## src/rtl/lru_page_replacement_core_assert.svh

```systemverilog
// Assertion macros used by the page store frame array (lrupr_frames).
`ifndef LRU_PAGE_REPLACEMENT_CORE_ASSERT_SVH
`define LRU_PAGE_REPLACEMENT_CORE_ASSERT_SVH

// Same-cycle implication, checked outside reset.
`define LRUPR_ASSERT_NOW(lbl, clk, rst, ante, cons, msg) \
   lbl: assert property (@(posedge clk) disable iff (rst) (ante) |-> (cons)) \
      else $error(msg);

// Next-cycle implication, checked outside reset.
`define LRUPR_ASSERT_NEXT(lbl, clk, rst, ante, cons, msg) \
   lbl: assert property (@(posedge clk) disable iff (rst) (ante) |=> (cons)) \
      else $error(msg);

`endif

```

## src/rtl/lrupr_pkg.sv

```systemverilog
`timescale 1ns / 1ps

package lrupr_pkg;

   localparam int PAGE_W = 20;
   localparam int OCC_W  = 3;

   typedef struct packed {
      logic              hit;
      logic              evicted;
      logic [PAGE_W-1:0] evicted_page;
      logic [OCC_W-1:0]  occupancy;
   } lrupr_result_type;

endpackage

```

## src/rtl/lrupr_frames.sv

```systemverilog
`timescale 1ns / 1ps
`include "lru_page_replacement_core_assert.svh"

module lrupr_frames
   import lrupr_pkg::*;
#(
   parameter int FRAMES    = 4,
   parameter int PAGE_BITS = 20
) (
   input  logic                 clock,
   input  logic                 reset,
   input  logic                 update,
   input  logic [PAGE_BITS-1:0] page,
   output lrupr_result_type     result
);

   localparam int IDX_W  = (FRAMES > 1) ? $clog2(FRAMES) : 1;
   localparam int RANK_W = IDX_W;
   localparam int CNT_W  = $clog2(FRAMES + 1);

   logic [PAGE_BITS-1:0] tag_ff [FRAMES];
   logic [FRAMES-1:0]    valid_ff;
   logic [FRAMES-1:0]    valid_in;
   logic [RANK_W-1:0]    rank_ff [FRAMES];
   logic [RANK_W-1:0]    rank_in [FRAMES];
   logic [CNT_W-1:0]     count_ff;
   logic [CNT_W-1:0]     count_in;

   logic [FRAMES-1:0] hit_vec;
   logic              hit;
   logic              full;
   logic              evict;
   logic [IDX_W-1:0]  hit_idx;
   logic [IDX_W-1:0]  free_idx;
   logic [IDX_W-1:0]  victim_idx;
   logic [IDX_W-1:0]  slot;
   logic [RANK_W-1:0] hit_rank;
   logic [PAGE_BITS-1:0] victim_tag;
   logic [PAGE_W-1:0]    victim_page;
   logic [OCC_W-1:0]     occ;

   always_comb begin
      hit_idx    = '0;
      free_idx   = '0;
      victim_idx = '0;
      for (int i = FRAMES - 1; i >= 0; i--) begin
         hit_vec[i] = valid_ff[i] && (tag_ff[i] == page);
         if (hit_vec[i]) begin
            hit_idx = IDX_W'(i);
         end
         if (!valid_ff[i]) begin
            free_idx = IDX_W'(i);
         end
         // valid ranks form a permutation when full, so the oldest is unique
         if (rank_ff[i] == RANK_W'(FRAMES - 1)) begin
            victim_idx = IDX_W'(i);
         end
      end
      hit      = |hit_vec;
      full     = (count_ff == CNT_W'(FRAMES));
      evict    = !hit && full;
      hit_rank = rank_ff[hit_idx];
      if (hit) begin
         slot = hit_idx;
      end else if (full) begin
         slot = victim_idx;
      end else begin
         slot = free_idx;
      end
      victim_tag = tag_ff[victim_idx];
   end

   always_comb begin
      valid_in = valid_ff;
      count_in = count_ff;
      if (!hit) begin
         valid_in[slot] = 1'b1;
         if (!full) begin
            count_in = count_ff + CNT_W'(1);
         end
      end
      for (int i = 0; i < FRAMES; i++) begin
         if (IDX_W'(i) == slot) begin
            rank_in[i] = '0;
         end else if (valid_ff[i] && (!hit || (rank_ff[i] < hit_rank))) begin
            rank_in[i] = rank_ff[i] + RANK_W'(1);
         end else begin
            rank_in[i] = rank_ff[i];
         end
      end
   end

   generate
      if (PAGE_BITS >= PAGE_W) begin : g_ev_trunc
         assign victim_page = victim_tag[PAGE_W-1:0];
      end else begin : g_ev_ext
         assign victim_page = {{(PAGE_W - PAGE_BITS){1'b0}}, victim_tag};
      end
      if (CNT_W >= OCC_W) begin : g_occ_trunc
         assign occ = count_in[OCC_W-1:0];
      end else begin : g_occ_ext
         assign occ = {{(OCC_W - CNT_W){1'b0}}, count_in};
      end
   endgenerate

   assign result.hit          = hit;
   assign result.evicted      = evict;
   assign result.evicted_page = evict ? victim_page : '0;
   assign result.occupancy    = occ;

   always_ff @(posedge clock) begin
      if (reset) begin
         valid_ff <= '0;
         count_ff <= '0;
         for (int i = 0; i < FRAMES; i++) begin
            rank_ff[i] <= '0;
         end
      end else if (update) begin
         valid_ff <= valid_in;
         count_ff <= count_in;
         for (int i = 0; i < FRAMES; i++) begin
            rank_ff[i] <= rank_in[i];
         end
      end
   end

   // install the referenced page on a miss
   always_ff @(posedge clock) begin
      if (update && !hit) begin
         tag_ff[slot] <= page;
      end
   end

   `LRUPR_ASSERT_NOW(a_count_tracks_valid, clock, reset, 1'b1,
      $countones(valid_ff) == int'(count_ff), "frame count disagrees with valid marks")
   `LRUPR_ASSERT_NOW(a_evict_only_when_full, clock, reset, evict,
      valid_ff[victim_idx] && (&valid_ff), "eviction while a frame is free")
   `LRUPR_ASSERT_NEXT(a_hit_keeps_count, clock, reset, update && hit,
      $stable(count_ff) && $stable(valid_ff), "hit changed occupancy")

endmodule

```

## src/rtl/lrupr_rsp_reg.sv

```systemverilog
`timescale 1ns / 1ps

module lrupr_rsp_reg
   import lrupr_pkg::*;
(
   input  logic              clock,
   input  logic              reset,
   input  logic              in_valid,
   input  lrupr_result_type  in_result,
   output logic              advance,
   output logic              rsp_valid,
   input  logic              rsp_stall,
   output logic              rsp_hit,
   output logic              rsp_evicted,
   output logic [PAGE_W-1:0] rsp_evicted_page,
   output logic [OCC_W-1:0]  rsp_occupancy
);

   logic             valid_ff;
   lrupr_result_type result_ff;

   // move on when the slot is empty or its transfer completes this cycle
   assign advance = !valid_ff || !rsp_stall;

   always_ff @(posedge clock) begin
      if (reset) begin
         valid_ff <= 1'b0;
      end else if (advance) begin
         valid_ff <= in_valid;
      end
   end

   always_ff @(posedge clock) begin
      if (advance && in_valid) begin
         result_ff <= in_result;
      end
   end

   assign rsp_valid        = valid_ff;
   assign rsp_hit          = result_ff.hit;
   assign rsp_evicted      = result_ff.evicted;
   assign rsp_evicted_page = result_ff.evicted_page;
   assign rsp_occupancy    = result_ff.occupancy;

endmodule

```

## src/rtl/lru_page_replacement_core.sv

```systemverilog
// Fully associative LRU page store.
// Request channel: req_valid / req_stall carry one page reference per transfer
// (req_page). Response channel: rsp_valid / rsp_stall carry exactly one result
// per request: rsp_hit, rsp_evicted, rsp_evicted_page (zero unless evicted)
// and rsp_occupancy, the number of occupied frames after the access.
// A request is held in the request register, looked up from there, and its
// result is captured in the response register that drives the response ports.
// Throughput: one reference per cycle unless the receiver stalls; the tag
// compare, victim select and rank update of all frames are done in parallel
// between the request register and the response register.
// When the receiver stalls, the response register holds its result; the
// request register keeps one more reference and then req_stall rises until
// the response transfer completes.
// Reset (synchronous, active high) empties the store: all frames invalid,
// ranks and occupancy zero, both registers empty. No clearing pass is needed.
`timescale 1ns / 1ps

module lru_page_replacement_core
   import lrupr_pkg::*;
#(
   parameter int FRAMES    = 4,
   parameter int PAGE_BITS = 20
) (
   input  logic              clock,
   input  logic              reset,
   input  logic              req_valid,
   output logic              req_stall,
   input  logic [PAGE_W-1:0] req_page,
   output logic              rsp_valid,
   input  logic              rsp_stall,
   output logic              rsp_hit,
   output logic              rsp_evicted,
   output logic [PAGE_W-1:0] rsp_evicted_page,
   output logic [OCC_W-1:0]  rsp_occupancy
);

   logic                 req_valid_ff;
   logic [PAGE_BITS-1:0] req_page_ff;
   logic [PAGE_BITS-1:0] page_tag;
   logic                 advance;
   lrupr_result_type     result;

   generate
      if (PAGE_BITS <= PAGE_W) begin : g_pg_trunc
         assign page_tag = req_page[PAGE_BITS-1:0];
      end else begin : g_pg_ext
         assign page_tag = {{(PAGE_BITS - PAGE_W){1'b0}}, req_page};
      end
   endgenerate

   assign req_stall = req_valid_ff && !advance;

   always_ff @(posedge clock) begin
      if (reset) begin
         req_valid_ff <= 1'b0;
      end else if (!req_stall) begin
         req_valid_ff <= req_valid;
      end
   end

   always_ff @(posedge clock) begin
      if (req_valid && !req_stall) begin
         req_page_ff <= page_tag;
      end
   end

   lrupr_frames #(
      .FRAMES    (FRAMES),
      .PAGE_BITS (PAGE_BITS)
   ) u_frames (
      .clock  (clock),
      .reset  (reset),
      .update (req_valid_ff && advance),
      .page   (req_page_ff),
      .result (result)
   );

   lrupr_rsp_reg u_rsp_reg (
      .clock            (clock),
      .reset            (reset),
      .in_valid         (req_valid_ff),
      .in_result        (result),
      .advance          (advance),
      .rsp_valid        (rsp_valid),
      .rsp_stall        (rsp_stall),
      .rsp_hit          (rsp_hit),
      .rsp_evicted      (rsp_evicted),
      .rsp_evicted_page (rsp_evicted_page),
      .rsp_occupancy    (rsp_occupancy)
   );

endmodule

```

## config.mk

```make
export PLATFORM = sky130hd
export DESIGN_NAME = lru_page_replacement_core
export DESIGN_NICKNAME = d
export VERILOG_FILES = /design/src/rtl/lrupr_pkg.sv /design/src/rtl/lrupr_frames.sv /design/src/rtl/lrupr_rsp_reg.sv /design/src/rtl/lru_page_replacement_core.sv
export VERILOG_INCLUDE_DIRS = /design/src /design/src/rtl
export SDC_FILE = /design/constraint.sdc
export NUM_CORES = 1
export LEC_CHECK = 0
export BUFFER_PORTS_ARGS = -buffer_cell sky130_fd_sc_hd__buf_2
export CAP_MARGIN = 0
export CORE_ASPECT_RATIO = 0.6
export CORE_MARGIN = 4
export CORE_UTILIZATION = 65
export DETAILED_ROUTE_END_ITERATION = 7
export PLACE_DENSITY = 0.93
export SLEW_MARGIN = 20
export SYNTH_ARGS = -nofsm -noshare
export SYNTH_HDL_FRONTEND = slang
export SYNTH_SLANG_ARGS = --single-unit
```

## constraint.sdc

```tcl
create_clock -name clock -period 9.7 [get_ports clock]
set_clock_uncertainty 0.05 [all_clocks]
set_input_delay 1.455 -clock clock [delete_from_list [all_inputs] [get_ports clock]]
set_output_delay 1.455 -clock clock [all_outputs]
set_load 0.005 [all_outputs]
```

==> reports/summary.json, run 1 <==
{
  "outcome": "complete, no violations",
  "io_buffer_count": 50,
  "hpwlAfterDp_mm": 10.97,
  "max_cap_viol_count": 0,
  "crit_path_capture_type": "flip-flop",
  "net-switching-power_uw": 343.4,
  "initial_core_util_pct": 67.30,
  "die_width_um": 139.0,
  "postSynthAreaPerCell_sq_um": 12.24,
  "worst_setup_path_startpoint": "u_frames.rank_ff[0][0]",
  "detail-route-antenna-nets": 0,
  "hold_viol_final": 0,
  "first_global_vias": 4569,
  "final_common_cell": "sky130_fd_sc_hd__edfxtp_1",
  "critical_path.reg2reg.endpoint": "u_frames.tag_ff[3][17]",
  "global_route_usage_over_all_layers_pct": 28.85,
  "timing.final.setup_violations": 0,
  "grt_start_max_net_pins": 42,
  "clkLatencyLatePin_ns": 0.42,
  "cts.clk_slew.worst_paths_ns": 0.06,
  "r2r_start": "u_frames.rank_ff[0][0]",
  "route.vias.total": 4718,
  "area_growth_syn_to_layout_pct": 14.41,
  "rsz0062_at_grt": "false",
  "critPathRequiredTime_ns": 9.69,
  "ys_types": 52,
  "die_height_um": 86.62,
  "sum_of_negative_setup_slack_ns": 0,
  "drt_drc_violations_left": 0,
  "timing_max_transition_violations_final": 0,
  "routed_wire_length_per_instance_um": 21.97,
  "clock_power_share_pct": 43.9,
  "grt_antenna_before_repair": 0,
  "n_antenna_cell": 0,
  "drt_pre_antenna_iters": 5,
  "dieArea_sq_mm": 0.01204,
  "final_layout_size_suffix_gt1_share_pct": 16.26,
  "postCtsSetupRepairBufs": 0,
  "slew_headroom_pct": 27.29,
  "synthesis.instances": 547,
  "netSwitchingFraction_pct": 23.69,
  "total_nets_after_synthesis": 577,
  "grt_overflow": 0,
  "finish.net_count": 632,
  "r2r_setup_slack_ns": 5.68,
  "max-clock-path-buffers": 2,
  "worst_hold_path_class": "flip-flop to flip-flop",
  "detail_route.wirelength_mm": 16.48,
  "design_power_total_mw": 1.450,
  "comb_power_share_pct": 6.9,
  "most_used_flip_flop_cell_after_synthesis": "sky130_fd_sc_hd__edfxtp_1",
  "startpoint_type": "flip-flop",
  "power_leakage_nw": 2.851,
  "multi_input_area_sq_mm": 0.002415,
  "synth_seq_cells": 142,
  "total_number_of_clock_tree_sinks": 142,
  "critPathCapture": "u_frames.tag_ff[3][17]",
  "placementRows": 28,
  "via_per_inst": 6.291,
  "post_synthesis_cell_area_sq_mm": 0.006696,
  "yosysWarnings": 0,
  "path_max_fanout": 23,
  "share_seq_of_total_power_pct": 49.2,
  "synth_sequential_area_ratio_pct": 62.33,
  "io-pin-count": 51,
  "cts_buf_count": 17,
  "timing.reg2reg.worst_path_depth": 6,
  "cp_data_arrival_time_ns": 4.01,
  "layout_common_cells": "133 x sky130_fd_sc_hd__edfxtp_1, 75 x sky130_fd_sc_hd__nor2_1, 50 x sky130_fd_sc_hd__buf_2",
  "synth-edff-count": 133,
  "max_clock_freq_ghz": 0.2485,
  "criticalPathCategory": "flip-flop to flip-flop",
  "floorplan.core_area_sq_mm": 0.009950,
  "first_iter_violations": 712,
  "cts_resized": 0,
  "ctsRootBufferMaster": "sky130_fd_sc_hd__clkbuf_16",
  "grt_first_pass_wirelength_mm": 25.81,
  "area.sequential_sq_mm": 0.004174,
  "place.gp.congestion": 0.9197,
  "fin_crit_ns": 4.024,
  "internal_power_mw": 1.106,
  "max-vdd-ir-drop_mv": 0.1573,
  "cts.hold.buffers_added": 0,
  "async_reset_ff_share_pct": 0,
  "worst_pin_slew_ns": 1.084,
  "clock_tree_from_tritoncts": "yes",
  "htreeDepth": 4,
  "pwr_density_cell_mw_per_mm2": 189.2,
  "min_period_over_period_pct": 41.49,
  "filler_cell_count": 629
}
==> cell type report <==
| cell class | instances | area share [%] |
|---|---|---|
| clock inverter | 14 | 1.846 |
| timing repair buffer | 55 | 3.756 |
| tap | 135 | 2.205 |
| clock buffer | 18 | 5.602 |
| multi-input combinational | 374 | 31.52 |
| inverter | 12 | 0.5879 |
| sequential | 142 | 54.48 |
==> registers in the layout, summed over array words and instances, names as in the netlist, 3 cells and up <==
register / count
u_frames.tag_ff: 80
req_page_ff: 20
u_rsp_reg.rsp_evicted_page: 20
u_frames.rank_ff: 8
u_frames.valid_ff: 4
u_frames.count_ff: 3
u_rsp_reg.rsp_occupancy: 3
==> through the flow <==
step | cell area, sq um | setup WS (ns) | hold slack, ns | cells | utilization, %
CTS | 7660 | 5.679 | 0.4743 | 750 | 76.99
detailed placement | 7089 | 5.679 | 0.4541 | 718 | 71.25
global route | 7661 | 5.532 | 0.5060 | 750 | 77.00
global placement | 7089 | 5.933 | 0.4171 | 718 | 71.25
finish | 7661 | 5.676 | 0.4714 | 750 | 77.00
floorplan | 6696 | 5.359 | 0.4002 | 547 | -
==> cells in the mapped netlist (2+ instances only) <==
cell type                    n  area (sq um)
sky130_fd_sc_hd__inv_1      11         41.29
sky130_fd_sc_hd__mux2i_1    20         200.2
sky130_fd_sc_hd__and3b_1     2         17.52
sky130_fd_sc_hd__clkbuf_1   15         56.30
sky130_fd_sc_hd__ha_1        6         75.07
sky130_fd_sc_hd__and3_1      7         43.79
sky130_fd_sc_hd__edfxtp_1  133          3994
sky130_fd_sc_hd__xnor2_1    34         297.8
sky130_fd_sc_hd__nor4_1     13         81.33
sky130_fd_sc_hd__nand3_1    10         50.05
sky130_fd_sc_hd__o21a_1      6         45.04
sky130_fd_sc_hd__nand2_1    36         135.1
sky130_fd_sc_hd__o31ai_1     3         22.52
sky130_fd_sc_hd__nand4_1    12         75.07
sky130_fd_sc_hd__a31oi_1     3         18.77
sky130_fd_sc_hd__and2_1      3         18.77
sky130_fd_sc_hd__nor2b_1     3         18.77
sky130_fd_sc_hd__a21o_1      5         37.54
sky130_fd_sc_hd__nor3_1      6         30.03
sky130_fd_sc_hd__a21oi_1    32         160.2
sky130_fd_sc_hd__xor2_1     47         411.6
sky130_fd_sc_hd__o21ai_0    24         120.1
sky130_fd_sc_hd__maj3_2      2         22.52
sky130_fd_sc_hd__nand2b_1    4         25.02
sky130_fd_sc_hd__nor2_1     75         281.5
sky130_fd_sc_hd__dfxtp_1     9         180.2
==> critical path, stage by stage, from the launching register on <==
cell,delay (ns)
sky130_fd_sc_hd__edfxtp_1,0.48
sky130_fd_sc_hd__ha_1,0.60
sky130_fd_sc_hd__or2_2,0.76
sky130_fd_sc_hd__o21ai_0,0.32
sky130_fd_sc_hd__o21ai_1,0.13
sky130_fd_sc_hd__a21oi_2,0.37
sky130_fd_sc_hd__and3_1,0.90
==> logic make-up (layout without fill, tap and decap cells) <==
family          after synthesis  count (layout)  share of synthesized area [%]
mux                          21              21                          3.158
buf+inv                      31              99                          1.887
simple gates                178             178                          12.65
fa+ha+maj                     8               8                          1.457
xor+xnor                     81              81                          10.59
compound gates               86              86                          7.922
flops                       142             142                          62.33
==> power groups by stage <==
stage          Combinational (mW)  Sequential, mW  Clock (mW)
6_report                   0.0995           0.714       0.636
5_1_grt                     0.108           0.716       0.668
4_1_cts                    0.0972           0.713       0.634
3_5_place_dp               0.0949           0.726           0
3_3_place_gp               0.0921           0.724           0
2_1_floorplan              0.0616           0.720           0
==> how the worst min path moves through the flow <==
stage / to / depth (start not counted) / start
after floorplan: u_rsp_reg.rsp_valid / 2 / req_valid_ff
after detailed placement: u_frames.valid_ff[1] / 1 / u_frames.valid_ff[1]
after CTS: u_rsp_reg.rsp_valid / 2 / req_valid_ff
after global routing: u_rsp_reg.rsp_valid / 2 / req_valid_ff
final: u_rsp_reg.rsp_valid / 2 / req_valid_ff
after global placement: u_rsp_reg.rsp_valid / 2 / req_valid_ff
==> per-layer routing <==
metal | part of all wire [%] | vias to the layer above | track usage, %
li1 | - | 2097 | -
met1 | 41 | 2236 | 40.42
met2 | 42 | 347 | 41.52
met3 | 15 | 38 | 12.35
met4 | 1.9 | 0 | 8.615
met5 | 0 | - | 0
Power figures use the tool's default switching activity.
==> run 2: changes to the inputs <==
--- a/config.mk
+++ b/config.mk
@@ -6,13 +6,14 @@
 export SDC_FILE = /design/constraint.sdc
 export NUM_CORES = 1
 export LEC_CHECK = 0
+export ABC_AREA = 1
 export BUFFER_PORTS_ARGS = -buffer_cell sky130_fd_sc_hd__buf_2
 export CAP_MARGIN = 0
 export CORE_ASPECT_RATIO = 0.6
 export CORE_MARGIN = 4
-export CORE_UTILIZATION = 65
+export CORE_UTILIZATION = 61
 export DETAILED_ROUTE_END_ITERATION = 7
-export PLACE_DENSITY = 0.93
+export PLACE_DENSITY = 0.88
 export SLEW_MARGIN = 20
 export SYNTH_ARGS = -nofsm -noshare
 export SYNTH_HDL_FRONTEND = slang
==> constraint.sdc (replaced) <==
create_clock -name clock -period 4 [get_ports clock]
set_clock_uncertainty 0.05 [all_clocks]
set_input_delay 0.6 -clock clock [delete_from_list [all_inputs] [get_ports clock]]
set_output_delay 0.6 -clock clock [all_outputs]
set_load 0.005 [all_outputs]
==> run 2 against run 1 <==
Against the previous run: global-route usage grew 3.8 points; total power grew to 2.5 times the previous value; utilization down 5.9 points; worst setup slack worse by 5.1 ns; die area rose by 20%; first-iteration DRC count up 46%; critical path type unchanged; largest cell class unchanged; highest routed layer unchanged.
==> reports/summary.json, run 2 <==
{
  "synth_sequential_area_ratio": {"value": 54.78, "unit": "%", "change": "-7.6 points"},
  "post-route-util": {"value": 71.12, "unit": "%", "change": "-5.9 points"},
  "startpoint_type": "flip-flop",
  "ys_types": {"value": 38, "change": "-27%"},
  "largest_reg_flops": {"value": 80, "change": "unchanged"},
  "die_height": {"value": 94.58, "unit": "um", "change": "+9.2%"},
  "initial_core_util": {"value": 62.76, "unit": "%", "change": "-4.5 points"},
  "ctsRootBufferMaster": "sky130_fd_sc_hd__clkbuf_16",
  "most_used_flip_flop_cell_after_synthesis": "sky130_fd_sc_hd__edfxtp_1",
  "postSynthAreaPerCell": {"value": 8.514, "unit": "sq um", "change": "-30%"},
  "power_leakage": {"value": 3.738, "unit": "nW", "change": "+31%"},
  "sum_of_negative_setup_slack": {"value": 0, "unit": "ns", "change": "unchanged"},
  "first_global_vias": {"value": 6193, "change": "+36%"},
  "yosysTopAreaCellShare": {"value": 52.41, "unit": "%", "change": "-7.2 points"},
  "route.vias.total": {"value": 6723, "change": "+42%"},
  "synth_seq_cells": {"value": 142, "change": "unchanged"},
  "final_layout_size_suffix_gt1_share": {"value": 14.04, "unit": "%", "change": "-2.2 points"},
  "pwr_density_cell": {"value": 422.3, "unit": "mW/mm^2", "change": "+120%"},
  "timing_max_transition_violations_final": {"value": 0, "change": "unchanged"},
  "grt_antenna_before_repair": {"value": 0, "change": "unchanged"},
  "cts.hold.buffers_added": {"value": 0, "change": "unchanged"},
  "synthDominantAreaCellType": "sky130_fd_sc_hd__edfxtp_1",
  "max-vdd-ir-drop": {"value": 0.2840, "unit": "mV", "change": "+81%"},
  "detail_route.wirelength": {"value": 23.13, "unit": "mm", "change": "+40%"},
  "postCtsSetupRepairBufs": {"value": 0, "change": "unchanged"},
  "slew_headroom": {"value": 25.71, "unit": "%", "change": "-1.6 points"},
  "critPathMaxStageDelay": {"value": 0.55, "unit": "ns", "change": "-0.35 ns"},
  "total_nets_after_synthesis": {"value": 925, "change": "+60%"},
  "total_number_of_clock_tree_sinks": {"value": 142, "change": "unchanged"},
  "outcome": "complete, no violations",
  "largest_register": "u_frames.tag_ff",
  "async_reset_ff_share": {"value": 0, "unit": "%", "change": "unchanged"},
  "max-clock-path-buffers": {"value": 2, "change": "unchanged"},
  "n_antenna_cell": {"value": 0, "change": "unchanged"},
  "synth-edff-count": {"value": 133, "change": "unchanged"},
  "criticalPathCategory": "flip-flop to flip-flop",
  "critPathRequiredTime": {"value": 4.03, "unit": "ns", "change": "-5.66 ns"},
  "global_route_usage_over_all_layers": {"value": 32.62, "unit": "%", "change": "+3.8 points"},
  "grt_overflow": {"value": 0, "change": "unchanged"},
  "detail-route-antenna-nets": {"value": 0, "change": "unchanged"},
  "worst_pin_slew": {"value": 1.113, "unit": "ns", "change": "+0.02922 ns"},
  "crit_path_capture_type": "flip-flop",
  "grt_first_pass_wirelength": {"value": 35.43, "unit": "mm", "change": "+37%"},
  "hold_viol_final": {"value": 0, "change": "unchanged"},
  "worstPathCellList": "xnor2_1, nand3b_1, nor3_1, nand3_1, nand2_2, inv_2, nand2_8, nor2_4, nand2_2, o211ai_4, inv_2, nand3_1, inv_1, buf_4",
  "first_iter_violations": {"value": 1036, "change": "+46%"},
  "die_width": {"value": 152.3, "unit": "um", "change": "+9.5%"},
  "worst_hold_path_class": "input port to flip-flop",
  "io_buffer_count": {"value": 50, "change": "unchanged"},
  "area_growth_syn_to_layout_pct": 13.32,
  "filler_cell_count": {"value": 901, "change": "+43%"},
  "htreeDepth": {"value": 4, "change": "unchanged"},
  "multi_input_area": {"value": 0.002907, "unit": "sq mm", "change": "+20%"},
  "grt_start_max_net_pins": {"value": 63, "change": "+50%"},
  "synthesis.instances": {"value": 895, "change": "+64%"},
  "cts_buf_count": {"value": 17, "change": "unchanged"},
  "max_clock_freq": {"value": 0.2933, "unit": "GHz", "change": "+18%"},
  "netlist_top_cells_count": "298 x sky130_fd_sc_hd__nand2_1, 133 x sky130_fd_sc_hd__edfxtp_1, 105 x sky130_fd_sc_hd__inv_1, 102 x sky130_fd_sc_hd__nor2_1, 37 x sky130_fd_sc_hd__nand3_1",
  "clkLatencyLatePin": {"value": 0.42, "unit": "ns", "change": "about the same"},
  "place.gp.congestion": {"value": 1.086, "change": "+18%"},
  "via_per_inst": {"value": 5.929, "change": "-5.8%"},
  "worstPathBufferInverterCount": {"value": 4, "change": "+4"},
  "layout_common_cells": "298 x sky130_fd_sc_hd__nand2_1, 133 x sky130_fd_sc_hd__edfxtp_1, 105 x sky130_fd_sc_hd__inv_1",
  "slowest_stage": "sky130_fd_sc_hd__edfxtp_1",
  "finalHoldWorstSlack": {"value": 0.2962, "unit": "ns", "change": "-0.1752 ns"},
  "yosysWarnings": {"value": 0, "change": "unchanged"},
  "drt_pre_antenna_iters": {"value": 6, "change": "+1"},
  "clock_tree_from_tritoncts": "yes",
  "fin_crit": {"value": 3.409, "unit": "ns", "change": "-0.6147 ns"},
  "io-pin-count": {"value": 51, "change": "unchanged"},
  "max_cap_viol_count": {"value": 0, "change": "unchanged"},
  "drt_drc_violations_left": {"value": 0, "change": "unchanged"},
  "cpLargestDelayFamily": "simple AND/OR/NAND/NOR gates",
  "cts.clk_slew.worst_paths": {"value": 0.07, "unit": "ns", "change": "about the same"},
  "min_period_over_period": {"value": 85.24, "unit": "%", "change": "+44 points"},
  "yosysMostFrequentCell": "sky130_fd_sc_hd__nand2_1",
  "placementRows": {"value": 31, "change": "+11%"},
  "floorplan.core_area": {"value": 0.01214, "unit": "sq mm", "change": "+22%"},
  "rsz0062_at_grt": "false",
  "area.sequential": {"value": 0.004174, "unit": "sq mm", "change": "unchanged"},
  "final_common_cell": "sky130_fd_sc_hd__nand2_1",
  "finish.net_count": {"value": 986, "change": "+56%"},
  "synth.area.top_cells": "sky130_fd_sc_hd__edfxtp_1 52%, sky130_fd_sc_hd__nand2_1 15%, sky130_fd_sc_hd__inv_1 5.2%",
  "hpwlAfterDp": {"value": 16.86, "unit": "mm", "change": "+54%"},
  "cp_data_arrival_time": {"value": 3.44, "unit": "ns", "change": "-0.57 ns"},
  "cts_resized": {"value": 0, "change": "unchanged"},
  "path_max_fanout": {"value": 20, "change": "-13%"},
  "timing.final.setup_violations": {"value": 0, "change": "unchanged"},
  "routed_wire_length_per_instance": {"value": 20.40, "unit": "um", "change": "-7.1%"},
  "dieArea": {"value": 0.01440, "unit": "sq mm", "change": "+20%"},
  "post_synthesis_cell_area": {"value": 0.007620, "unit": "sq mm", "change": "+14%"}
}
[run 2: stage by stage]
stage	area (sq um)	setup WS, ns	power, mW	std cells
floorplan	7620	0.4890	2.008	895
global placement	8083	0.9255	2.147	1102
detailed placement	8083	0.7914	2.157	1102
CTS	8635	0.7375	3.628	1134
global route	8635	0.4824	3.754	1134
finish	8635	0.5905	3.646	1134
[run 2: logic make-up (layout without fill, tap and decap cells)]
logic type | count (synthesis) | after routing | synth area share, %
simple gates | 483 | 483 | 26.63
buf+inv | 144 | 218 | 7.274
flops | 142 | 142 | 54.78
compound gates | 97 | 97 | 7.652
xor+xnor | 22 | 22 | 2.529
fa+ha+maj | 6 | 6 | 0.9852
mux | 1 | 1 | 0.1478
[run 2: final cells by class]
type                            count  share of cell area, %
Clock buffer                       17                  4.927
Clock inverter                     15                  1.464
Timing Repair Buffer               59                  3.681
Inverter                          127                  5.535
Tap cell                          165                  2.391
Multi-Input combinational cell    609                  33.66
Sequential cell                   142                  48.34
[run 2: layer usage]
layer	vias to the layer above	share of wire [%]	global-route usage, %
met3	61	17	12.23
li1	3043	-	-
met4	0	2.2	8.601
met1	3072	41	47.66
met5	-	0	0
met2	547	40	45.94
[run 2: report_power, final]
| group | total (mW) | leakage (nW) | internal, mW | switching [mW] |
|---|---|---|---|---|
| logic | 0.385 | 2.16 | 0.116 | 0.269 |
| registers | 1.76 | 1.31 | 1.70 | 0.0625 |
| clock network | 1.50 | 0.264 | 0.813 | 0.688 |
[run 2: worst paths after layout]
path / startpoint / end / slack (ns) / cells after the start
setup / recovery: req_page_ff[6] / u_frames.tag_ff[2][2] / 0.59 / 14
hold / removal: req_page[8] / req_page_ff[8] / 0.30 / 1
setup reg to reg: req_page_ff[6] / u_frames.tag_ff[2][2] / 0.59 / 14
hold reg to reg: req_valid_ff / u_rsp_reg.rsp_valid / 0.45 / 2
